`src/sv/plgl_pkg.sv`:
```
// ---------------------------------------------------------------------------
// plgl_pkg
// Shared types, sizes and the CORDIC angle table for the ground lookup core.
// ---------------------------------------------------------------------------
package plgl_pkg;

    localparam int MaxSeg    = 16;
    localparam int IdxW      = 4;
    localparam int CntW      = 5;
    localparam int CoordW    = 24;
    localparam int AngW      = 16;
    localparam int CordW     = 44;
    localparam int CordSteps = 16;
    localparam int ProdW     = 49;
    localparam int DivCntW   = 6;
    localparam int StepW     = 5;

    typedef struct packed {
        logic [CoordW-1:0] sx;
        logic [CoordW-1:0] sy;
        logic [CoordW-1:0] ex;
        logic [CoordW-1:0] ey;
    } t_seg;

    typedef struct packed {
        logic            wr;
        logic            load_q;
        logic            rd;
        logic [IdxW-1:0] rd_addr;
        logic            seg_latch;
        logic            mul;
        logic            step;
        logic            out_load;
        logic            out_found;
    } t_cmd;

    typedef struct packed {
        logic ge_start;
        logic lt_end;
    } t_sts;

    // atan(2^-i) in Q2.13, rounded to nearest
    function automatic logic signed [AngW-1:0] atan_q13(input logic [3:0] i);
        logic signed [AngW-1:0] v;
        unique case (i)
            4'd0:    v = 16'sd6434;
            4'd1:    v = 16'sd3798;
            4'd2:    v = 16'sd2007;
            4'd3:    v = 16'sd1019;
            4'd4:    v = 16'sd511;
            4'd5:    v = 16'sd256;
            4'd6:    v = 16'sd128;
            4'd7:    v = 16'sd64;
            4'd8:    v = 16'sd32;
            4'd9:    v = 16'sd16;
            4'd10:   v = 16'sd8;
            4'd11:   v = 16'sd4;
            4'd12:   v = 16'sd2;
            4'd13:   v = 16'sd1;
            default: v = 16'sd0;
        endcase
        return v;
    endfunction

endpackage

```
`src/sv/piecewise_linear_ground_lookup_core.sv`:
```
// ---------------------------------------------------------------------------
// piecewise_linear_ground_lookup_core
// Ground height and slope lookup over a table of up to 16 line segments.
// ---------------------------------------------------------------------------
// Input channel (i_valid/o_ready): i_mode 0 writes one segment at i_seg_index
// and gives no result; i_mode 1 queries ground at i_query_x. Output channel
// (o_valid/i_ready) carries o_found, o_ground_y (Q15.8) and o_slope_angle
// (Q2.13 radians). i_cfg_we/i_cfg_data load the segment count.
// A write beat leaves the block ready, so the next beat can follow at once.
// A query on an empty table goes straight to the output; otherwise the last
// entry is read first, and x at or past its end is a miss; else entries are
// scanned from entry 0, and a hit runs the multiply and then the bit-serial
// divider (49 steps) with the 16 CORDIC steps running beside it. The next
// beat is taken in the cycle the result turns valid.
// Results sit in an output register; while the receiver stalls, write beats
// are still taken, and a finished query waits until the register frees.
// Reset (synchronous, active low) clears the segment count and the handshake
// state; table entries are undefined until written.
// ---------------------------------------------------------------------------
module piecewise_linear_ground_lookup_core (
    input  logic                               i_clk,
    input  logic                               i_rst_n,
    input  logic                               i_valid,
    output logic                               o_ready,
    input  logic                               i_mode,
    input  logic [plgl_pkg::IdxW-1:0]          i_seg_index,
    input  logic signed [plgl_pkg::CoordW-1:0] i_start_x,
    input  logic signed [plgl_pkg::CoordW-1:0] i_start_y,
    input  logic signed [plgl_pkg::CoordW-1:0] i_end_x,
    input  logic signed [plgl_pkg::CoordW-1:0] i_end_y,
    input  logic signed [plgl_pkg::CoordW-1:0] i_query_x,
    output logic                               o_valid,
    input  logic                               i_ready,
    output logic                               o_found,
    output logic signed [plgl_pkg::CoordW-1:0] o_ground_y,
    output logic signed [plgl_pkg::AngW-1:0]   o_slope_angle,
    input  logic                               i_cfg_we,
    input  logic [plgl_pkg::CntW-1:0]          i_cfg_data
);
    import plgl_pkg::*;

    t_cmd w_cmd;
    t_sts w_sts;

    plgl_ctrl u_ctrl (
        .i_clk     (i_clk),
        .i_rst_n   (i_rst_n),
        .i_valid   (i_valid),
        .o_ready   (o_ready),
        .i_mode    (i_mode),
        .o_valid   (o_valid),
        .i_ready   (i_ready),
        .i_cfg_we  (i_cfg_we),
        .i_cfg_data(i_cfg_data),
        .o_cmd     (w_cmd),
        .i_sts     (w_sts)
    );

    plgl_dp u_dp (
        .i_clk        (i_clk),
        .i_cmd        (w_cmd),
        .o_sts        (w_sts),
        .i_seg_index  (i_seg_index),
        .i_start_x    (i_start_x),
        .i_start_y    (i_start_y),
        .i_end_x      (i_end_x),
        .i_end_y      (i_end_y),
        .i_query_x    (i_query_x),
        .o_found      (o_found),
        .o_ground_y   (o_ground_y),
        .o_slope_angle(o_slope_angle)
    );

    // a miss carries all-zero payload
    a_miss_zero: assert property (@(posedge i_clk) disable iff (!i_rst_n)
        (o_valid && !o_found) |-> (o_ground_y == '0 && o_slope_angle == '0))
        else $error("miss result with nonzero payload");

    // a write beat leaves the block ready for the next beat
    a_write_ready: assert property (@(posedge i_clk) disable iff (!i_rst_n)
        (i_valid && o_ready && !i_mode) |=> o_ready)
        else $error("not ready after write beat");

    // a query beat occupies the sequencer
    a_query_busy: assert property (@(posedge i_clk) disable iff (!i_rst_n)
        (i_valid && o_ready && i_mode) |=> !o_ready)
        else $error("ready right after query beat");

endmodule

```
`src/sv/plgl_dp.sv`:
```
// ---------------------------------------------------------------------------
// plgl_dp
// Segment table, search compare, multiply, restoring divider, CORDIC and the
// result register.
// ---------------------------------------------------------------------------
module plgl_dp (
    input  logic                           i_clk,
    input  plgl_pkg::t_cmd                 i_cmd,
    output plgl_pkg::t_sts                 o_sts,
    input  logic [plgl_pkg::IdxW-1:0]      i_seg_index,
    input  logic signed [plgl_pkg::CoordW-1:0] i_start_x,
    input  logic signed [plgl_pkg::CoordW-1:0] i_start_y,
    input  logic signed [plgl_pkg::CoordW-1:0] i_end_x,
    input  logic signed [plgl_pkg::CoordW-1:0] i_end_y,
    input  logic signed [plgl_pkg::CoordW-1:0] i_query_x,
    output logic                           o_found,
    output logic signed [plgl_pkg::CoordW-1:0] o_ground_y,
    output logic signed [plgl_pkg::AngW-1:0]   o_slope_angle
);
    import plgl_pkg::*;

    t_seg                     r_mem [MaxSeg];
    t_seg                     r_rd;
    logic [CoordW-1:0]        r_qx;
    logic [CoordW-1:0]        r_a;
    logic [CoordW:0]          r_b;
    logic [CoordW-1:0]        r_d;
    logic                     r_neg;
    logic [CoordW-1:0]        r_sy;
    logic [ProdW-1:0]         r_pq;
    logic [CoordW-1:0]        r_rem;
    logic signed [CordW-1:0]  r_cx;
    logic signed [CordW-1:0]  r_cy;
    logic signed [AngW-1:0]   r_cz;
    logic [StepW-1:0]         r_ci;
    logic                     r_found;
    logic [CoordW-1:0]        r_gy;
    logic [AngW-1:0]          r_ang;

    logic signed [CoordW:0]   w_dx;
    logic signed [CoordW:0]   w_dy;
    logic signed [CoordW:0]   w_a;
    logic [CoordW:0]          w_sh;
    logic                     w_qbit;
    logic signed [CordW-1:0]  w_xs;
    logic signed [CordW-1:0]  w_ys;
    logic signed [CoordW+2:0] w_off;
    logic signed [CoordW+2:0] w_gy;

    assign o_sts.ge_start = $signed(r_qx) >= $signed(r_rd.sx);
    assign o_sts.lt_end   = $signed(r_qx) < $signed(r_rd.ex);

    assign w_dx = $signed({r_rd.ex[CoordW-1], r_rd.ex}) - $signed({r_rd.sx[CoordW-1], r_rd.sx});
    assign w_dy = $signed({r_rd.ey[CoordW-1], r_rd.ey}) - $signed({r_rd.sy[CoordW-1], r_rd.sy});
    assign w_a  = $signed({r_qx[CoordW-1], r_qx}) - $signed({r_rd.sx[CoordW-1], r_rd.sx});

    // one restoring step per beat of the sequencer
    assign w_sh   = {r_rem, r_pq[ProdW-1]};
    assign w_qbit = w_sh >= {1'b0, r_d};

    assign w_xs = r_cx >>> r_ci[3:0];
    assign w_ys = r_cy >>> r_ci[3:0];

    // quotient stays below 2^25
    assign w_off = r_neg ? -$signed({2'b00, r_pq[CoordW:0]}) : $signed({2'b00, r_pq[CoordW:0]});
    assign w_gy  = $signed({{3{r_sy[CoordW-1]}}, r_sy}) + w_off;

    always_ff @(posedge i_clk) begin
        if (i_cmd.wr) begin
            r_mem[i_seg_index] <= '{sx: i_start_x, sy: i_start_y, ex: i_end_x, ey: i_end_y};
        end
        if (i_cmd.rd) begin
            r_rd <= r_mem[i_cmd.rd_addr];
        end
        if (i_cmd.load_q) begin
            r_qx <= i_query_x;
        end
        if (i_cmd.seg_latch) begin
            r_a   <= w_a[CoordW-1:0];
            r_d   <= w_dx[CoordW-1:0];
            r_b   <= w_dy[CoordW] ? -w_dy : w_dy;
            r_neg <= w_dy[CoordW];
            r_sy  <= r_rd.sy;
            r_cx  <= $signed({{(CordW-CoordW-17){w_dx[CoordW]}}, w_dx, 16'b0});
            r_cy  <= $signed({{(CordW-CoordW-17){w_dy[CoordW]}}, w_dy, 16'b0});
            r_cz  <= '0;
            r_ci  <= '0;
        end
        if (i_cmd.mul) begin
            r_pq  <= ProdW'(r_a * r_b);
            r_rem <= '0;
        end
        if (i_cmd.step) begin
            r_rem <= w_qbit ? CoordW'(w_sh - {1'b0, r_d}) : w_sh[CoordW-1:0];
            r_pq  <= {r_pq[ProdW-2:0], w_qbit};
            if (r_ci != StepW'(CordSteps)) begin
                if (r_cy < 0) begin
                    r_cx <= r_cx - w_ys;
                    r_cy <= r_cy + w_xs;
                    r_cz <= r_cz - atan_q13(r_ci[3:0]);
                end else begin
                    r_cx <= r_cx + w_ys;
                    r_cy <= r_cy - w_xs;
                    r_cz <= r_cz + atan_q13(r_ci[3:0]);
                end
                r_ci <= r_ci + StepW'(1);
            end
        end
        if (i_cmd.out_load) begin
            r_found <= i_cmd.out_found;
            r_gy    <= i_cmd.out_found ? w_gy[CoordW-1:0] : '0;
            r_ang   <= i_cmd.out_found ? r_cz : '0;
        end
    end

    assign o_found       = r_found;
    assign o_ground_y    = $signed(r_gy);
    assign o_slope_angle = $signed(r_ang);

endmodule

```
`src/sv/plgl_ctrl.sv`:
```
// ---------------------------------------------------------------------------
// plgl_ctrl
// Sequencer: table search, multiply/divide/CORDIC steps, result handoff.
// ---------------------------------------------------------------------------
module plgl_ctrl (
    input  logic                      i_clk,
    input  logic                      i_rst_n,
    input  logic                      i_valid,
    output logic                      o_ready,
    input  logic                      i_mode,
    output logic                      o_valid,
    input  logic                      i_ready,
    input  logic                      i_cfg_we,
    input  logic [plgl_pkg::CntW-1:0] i_cfg_data,
    output plgl_pkg::t_cmd            o_cmd,
    input  plgl_pkg::t_sts            i_sts
);
    import plgl_pkg::*;

    localparam logic [2:0] S_IDLE = 3'd0;
    localparam logic [2:0] S_LAST = 3'd1;
    localparam logic [2:0] S_SCAN = 3'd2;
    localparam logic [2:0] S_MUL  = 3'd3;
    localparam logic [2:0] S_DIV  = 3'd4;
    localparam logic [2:0] S_OUT  = 3'd5;

    logic [2:0]         r_state, n_state;
    logic [CntW-1:0]    r_count;
    logic [IdxW-1:0]    r_idx, n_idx;
    logic [IdxW-1:0]    r_last, n_last;
    logic [DivCntW-1:0] r_cnt, n_cnt;
    logic               r_found, n_found;
    logic               r_ovalid, n_ovalid;
    logic [CntW-1:0]    w_neff;

    assign w_neff = (r_count > CntW'(MaxSeg)) ? CntW'(MaxSeg) : r_count;

    always_comb begin
        n_state  = r_state;
        n_idx    = r_idx;
        n_last   = r_last;
        n_cnt    = r_cnt;
        n_found  = r_found;
        n_ovalid = (r_ovalid && i_ready) ? 1'b0 : r_ovalid;
        o_cmd    = '0;
        o_ready  = 1'b0;
        unique case (r_state)
            S_IDLE: begin
                o_ready = 1'b1;
                if (i_valid) begin
                    if (!i_mode) begin
                        o_cmd.wr = 1'b1;
                    end else begin
                        o_cmd.load_q = 1'b1;
                        if (w_neff == '0) begin
                            n_found = 1'b0;
                            n_state = S_OUT;
                        end else begin
                            o_cmd.rd      = 1'b1;
                            o_cmd.rd_addr = IdxW'(w_neff - CntW'(1));
                            n_last        = IdxW'(w_neff - CntW'(1));
                            n_state       = S_LAST;
                        end
                    end
                end
            end
            S_LAST: begin
                if (!i_sts.lt_end) begin
                    n_found = 1'b0;
                    n_state = S_OUT;
                end else begin
                    o_cmd.rd      = 1'b1;
                    o_cmd.rd_addr = '0;
                    n_idx         = '0;
                    n_state       = S_SCAN;
                end
            end
            S_SCAN: begin
                // entry 0's start bounds the whole table
                priority if (r_idx == '0 && !i_sts.ge_start) begin
                    n_found = 1'b0;
                    n_state = S_OUT;
                end else if (i_sts.ge_start && i_sts.lt_end) begin
                    o_cmd.seg_latch = 1'b1;
                    n_state         = S_MUL;
                end else if (r_idx == r_last) begin
                    n_found = 1'b0;
                    n_state = S_OUT;
                end else begin
                    o_cmd.rd      = 1'b1;
                    o_cmd.rd_addr = r_idx + IdxW'(1);
                    n_idx         = r_idx + IdxW'(1);
                end
            end
            S_MUL: begin
                o_cmd.mul = 1'b1;
                n_cnt     = '0;
                n_state   = S_DIV;
            end
            S_DIV: begin
                o_cmd.step = 1'b1;
                n_cnt      = r_cnt + DivCntW'(1);
                if (r_cnt == DivCntW'(ProdW - 1)) begin
                    n_found = 1'b1;
                    n_state = S_OUT;
                end
            end
            S_OUT: begin
                if (!r_ovalid || i_ready) begin
                    o_cmd.out_load  = 1'b1;
                    o_cmd.out_found = r_found;
                    n_ovalid        = 1'b1;
                    n_state         = S_IDLE;
                end
            end
            default: n_state = S_IDLE;
        endcase
    end

    always_ff @(posedge i_clk) begin
        if (!i_rst_n) begin
            r_state  <= S_IDLE;
            r_count  <= '0;
            r_ovalid <= 1'b0;
        end else begin
            r_state  <= n_state;
            r_ovalid <= n_ovalid;
            if (i_cfg_we) begin
                r_count <= i_cfg_data;
            end
        end
        r_idx   <= n_idx;
        r_last  <= n_last;
        r_cnt   <= n_cnt;
        r_found <= n_found;
    end

    assign o_valid = r_ovalid;

endmodule

```
`config.mk`:
```
export PLATFORM = sky130hd
export DESIGN_NAME = piecewise_linear_ground_lookup_core
export DESIGN_NICKNAME = d
export VERILOG_FILES = /design/src/sv/plgl_pkg.sv /design/src/sv/piecewise_linear_ground_lookup_core.sv /design/src/sv/plgl_dp.sv /design/src/sv/plgl_ctrl.sv
export SDC_FILE = /design/constraint.sdc
export NUM_CORES = 2
export LEC_CHECK = 0
export ABC_AREA = 1
export BUFFER_PORTS_ARGS = -buffer_cell sky130_fd_sc_hd__buf_2
export CORE_MARGIN = 3
export CORE_UTILIZATION = 50
export DETAILED_ROUTE_END_ITERATION = 10
export PLACE_DENSITY = 0.66
export RECOVER_POWER = 100
export SETUP_SLACK_MARGIN = 0.3
export SLEW_MARGIN = 20
export SYNTH_ARGS = -nofsm -noshare
export SYNTH_HDL_FRONTEND = slang
export SYNTH_SLANG_ARGS = --single-unit
export TNS_END_PERCENT = 100
```
`constraint.sdc`:
```
create_clock -name i_clk -period 9.23 [get_ports i_clk]
set_input_delay 1.846 -clock i_clk [delete_from_list [all_inputs] [get_ports i_clk]]
set_output_delay 1.846 -clock i_clk [all_outputs]
set_load 0.05 [all_outputs]
```
==> run_results.csv <==
group,metric,value,unit
sta,slew_viol_final,2356,
logic_synthesis,synth_compound_area_share,5.372,%
sta,grt_setup_unrepaired,"no",
setup_path,r2r-end,"u_dp.r_rd[13]",
min_path,hold_class,"flop to flop",
logic_synthesis,synth_simple_gate_area_share,21.71,%
clock_tree,path_clk_slew,70,ps
floorplan,initial_core_util,50.37,%
setup_path,cp_max_fo,113,
setup_path,reg2reg_from,"u_ctrl.r_state[0]",
drt,viasPerCell,5.496,
setup_path,cp.required,9770,ps
finish,fin_nets,14810,
global_routing,met1_usage,38.06,%
logic_synthesis,yosys-mux-area-fraction,0.06447,%
logic_synthesis,async_flop_share,0,%
clock_tree,cts_buffers,214,
place,placed_area,127900,µm²
clock_tree,htreeDepth,4,
setup_path,slowest_delay,2120,ps
logic_synthesis,yosysUniqueCellTypes,59,
clock_tree,hold_buffers,0,
floorplan,dieArea,254400,µm²
logic_synthesis,ys_seq_area_share,47.63,%
setup_path,worstSetupStartpointType,"input pin",
logic_synthesis,ys_top_cells_by_count,"nand2_1, inv_1, nand3_1, edfxtp_1, nor2_1",
clock_tree,cts-resized-gates,0,
finish,drive_gt1_share,3.761,%
clock_tree,cts_tree,"done",
clock_tree,post_cts_buffers,0,
global_routing,track_usage,28.78,%
logic_synthesis,yosys.area_share.adder,12.63,%
global_routing,grt_pass1_vias,90090,
sta,fin_crit_sh,89.20,%
global_routing,antenna_found_initial,50,
logic_synthesis,synth_most_common_cell,"nand2_1",
setup_path,crit_path_cell_trace,"buf_2 > inv_1 > nor3_4 > clkbuf_1 > nand2_1 > inv_1 > nand2_8 > nand2_2 > clkbuf_1 > nand2_1 > nand3_1 > nand3_1 > nand3_1 > nand2_1",
global_routing,grt_pass1_wl,559300,µm
drt,via_count,94820,
global_routing,grt.overflow.total,0,
sta,max_freq,121.5,MHz
floorplan,dieWidth,504.4,µm
place,hpwlAfterDp,243900,µm
logic_synthesis,synth_edf_count,1883,
place,io_buffers,177,
floorplan,fp-row-count,182,
sta,final_hold_viol_count,0,
logic_synthesis,yosysWarnings,0,
finish,fin_area,134200,µm²
logic_synthesis,syn_avg_cell_area,8.966,µm²
logic_synthesis,synth_top_family_by_area,"simple AND/OR/NAND/NOR gates",
place,placedCellCount,16830,
logic_synthesis,synthXorXnorAreaFrac,2.165,%
logic_synthesis,synth.area.top_cells,"edfxtp_1, nand2_1, nand3_1",
clock_tree,clock_sinks,2014,
min_path,hold_path_depth,0,
sta,whs,464.8,ps
logic_synthesis,netlist_area,124200,µm²
finish,final_cells,17250,
drt,first_pass_iters,8,
floorplan,die_y,504.4,µm
clock_tree,cts_max_path_buffers,3,
drt,ant_nets,0,
place,gp_congestion,0.9889,
logic_synthesis,post-synth-top-area-cell,"edfxtp_1",
global_routing,busiest_layer,"met2",
logic_synthesis,synth_nets,14940,
min_path,hold_start,"u_dp.r_rd[56]",
job,drv_cap,49,
clock_tree,clockRootBuffer,"clkbuf_16",
setup_path,critPathArrivalTime,8770,ps
min_path,min_delay_worst_endpoint,"u_dp.r_sy[8]",
finish,n_fill_cell,22130,
finish,synthToLayoutAreaGrowth,8.014,%
drt,wirelength,372800,µm
sta,timing.setup.tns,0,ps
global_routing,use_met3,4.625,%
sta,relSlewSlack,-198.5,%
sta,finalCriticalPeriod,8233,ps
run_status,failed_checks,"capacitance limit, slew limit",
drt,drcViolationCount,0,
drt,wl_per_cell,21.61,µm
clock_tree,clkLatencyLatePin,900,ps
setup_path,crit_slowest_cell,"nand2_2",
setup_path,r2r_setup_slack,1160,ps
sta,finalSetupViolCount,0,
logic_synthesis,synth-seq-cells,2014,
setup_path,worstSetupPathType,"input pin to flop",
logic_synthesis,synthCells,13850,
floorplan,design.core.area,246600,µm²
global_routing,grt_max_degree,215,
drt,drt_iter0_markers,9856,
sta,worstMarginPinSlew,4478,ps
logic_synthesis,yosys.area.top_type_share,45.52,%
logic_synthesis,synth_flop_cell,"edfxtp_1",
floorplan,pin_count,178,
sta,fin_skew,80.85,ps
setup_path,worst-r2r-cell-count,16,
run_status,outcome,"complete, but fails checks",
global_routing,use_met2,47.00,%
setup_path,worstSetupEndpointType,"flop",
==> cell usage in the layout, fill, tap and decap left out, types with 293 or more instances in the layout <==
master	count
a21oi_1	418
inv_1	2637
ha_1	435
nor2_1	539
nand3_1	2091
o21ai_0	392
fa_1	512
edfxtp_1	1883
nand3b_1	293
nand2_1	2937
==> critical path, delay by kind of cell <==
kind	cells	cell delay (ps)
buf+inv	5	3130
simple gates	9	3690
==> cell families (layout without fill, tap and decap cells) <==
| logic type | count (synthesis) | in the layout |
|---|---|---|
| simple gates | 6066 | 6066 |
| buf+inv | 3313 | 3367 |
| flops | 2014 | 2014 |
| compound gates | 1198 | 1198 |
| fa+ha+maj | 947 | 947 |
| xor+xnor | 307 | 307 |
| mux | 8 | 8 |
| other cells | 0 | 33 |
==> state kept, by name, summed over array words and instances, names as in the netlist, 25 cells and up, named ones only <==
register / count
u_dp.r_pq: 49
u_dp.r_rd: 96
u_dp.r_b: 25
u_dp.r_cx: 44
u_dp.r_cy: 44
u_dp.r_mem: 1536
==> worst max-delay path by stage <==
stage / from / end / slack [ps]
floorplan: i_valid / u_dp.r_mem[12][0] / 2250
finish: i_valid / u_dp.r_rd[13] / 1000
global route: u_dp.r_ci[1] / flop / 600
global placement: u_dp.r_b[14] / u_dp.r_pq[43] / 1730
detailed placement: u_dp.r_b[14] / u_dp.r_pq[43] / 1710
CTS: u_dp.r_b[14] / u_dp.r_pq[43] / 1710
==> cell type report <==
| type | instances | area (µm²) | share of cell area, % |
|---|---|---|---|
| tap | 3312 | 4144 | 3.089 |
| multi-input combinational | 8526 | 52220 | 38.92 |
| clock buffer | 256 | 5533 | 4.124 |
| timing repair buffer | 323 | 1752 | 1.306 |
| clock inverter | 135 | 1285 | 0.9577 |
| inverter | 2653 | 9982 | 7.440 |
| sequential | 2014 | 59170 | 44.10 |
| antenna | 33 | 82.58 | 0.06155 |
==> metal layers <==
| metal | part of all wire [%] | vias to the layer above |
|---|---|---|
| met4 | 4.8 | 32 |
| met3 | 7.9 | 738 |
| met5 | 0.056 | - |
| li1 | - | 44890 |
| met1 | 40 | 45540 |
| met2 | 47 | 3611 |
==> per-stage QoR <==
step           util [%]  setup WS, ps
4_1_cts           54.63          1715
6_report          54.40         996.9
3_3_place_gp      51.87          1735
3_5_place_dp      51.87          1711
2_1_floorplan         -          2251
5_1_grt           54.38         604.8
Power is left out: the tool's default activity adds up to more than one toggle a clock period on the data nets, which glitch-free logic cannot reach.
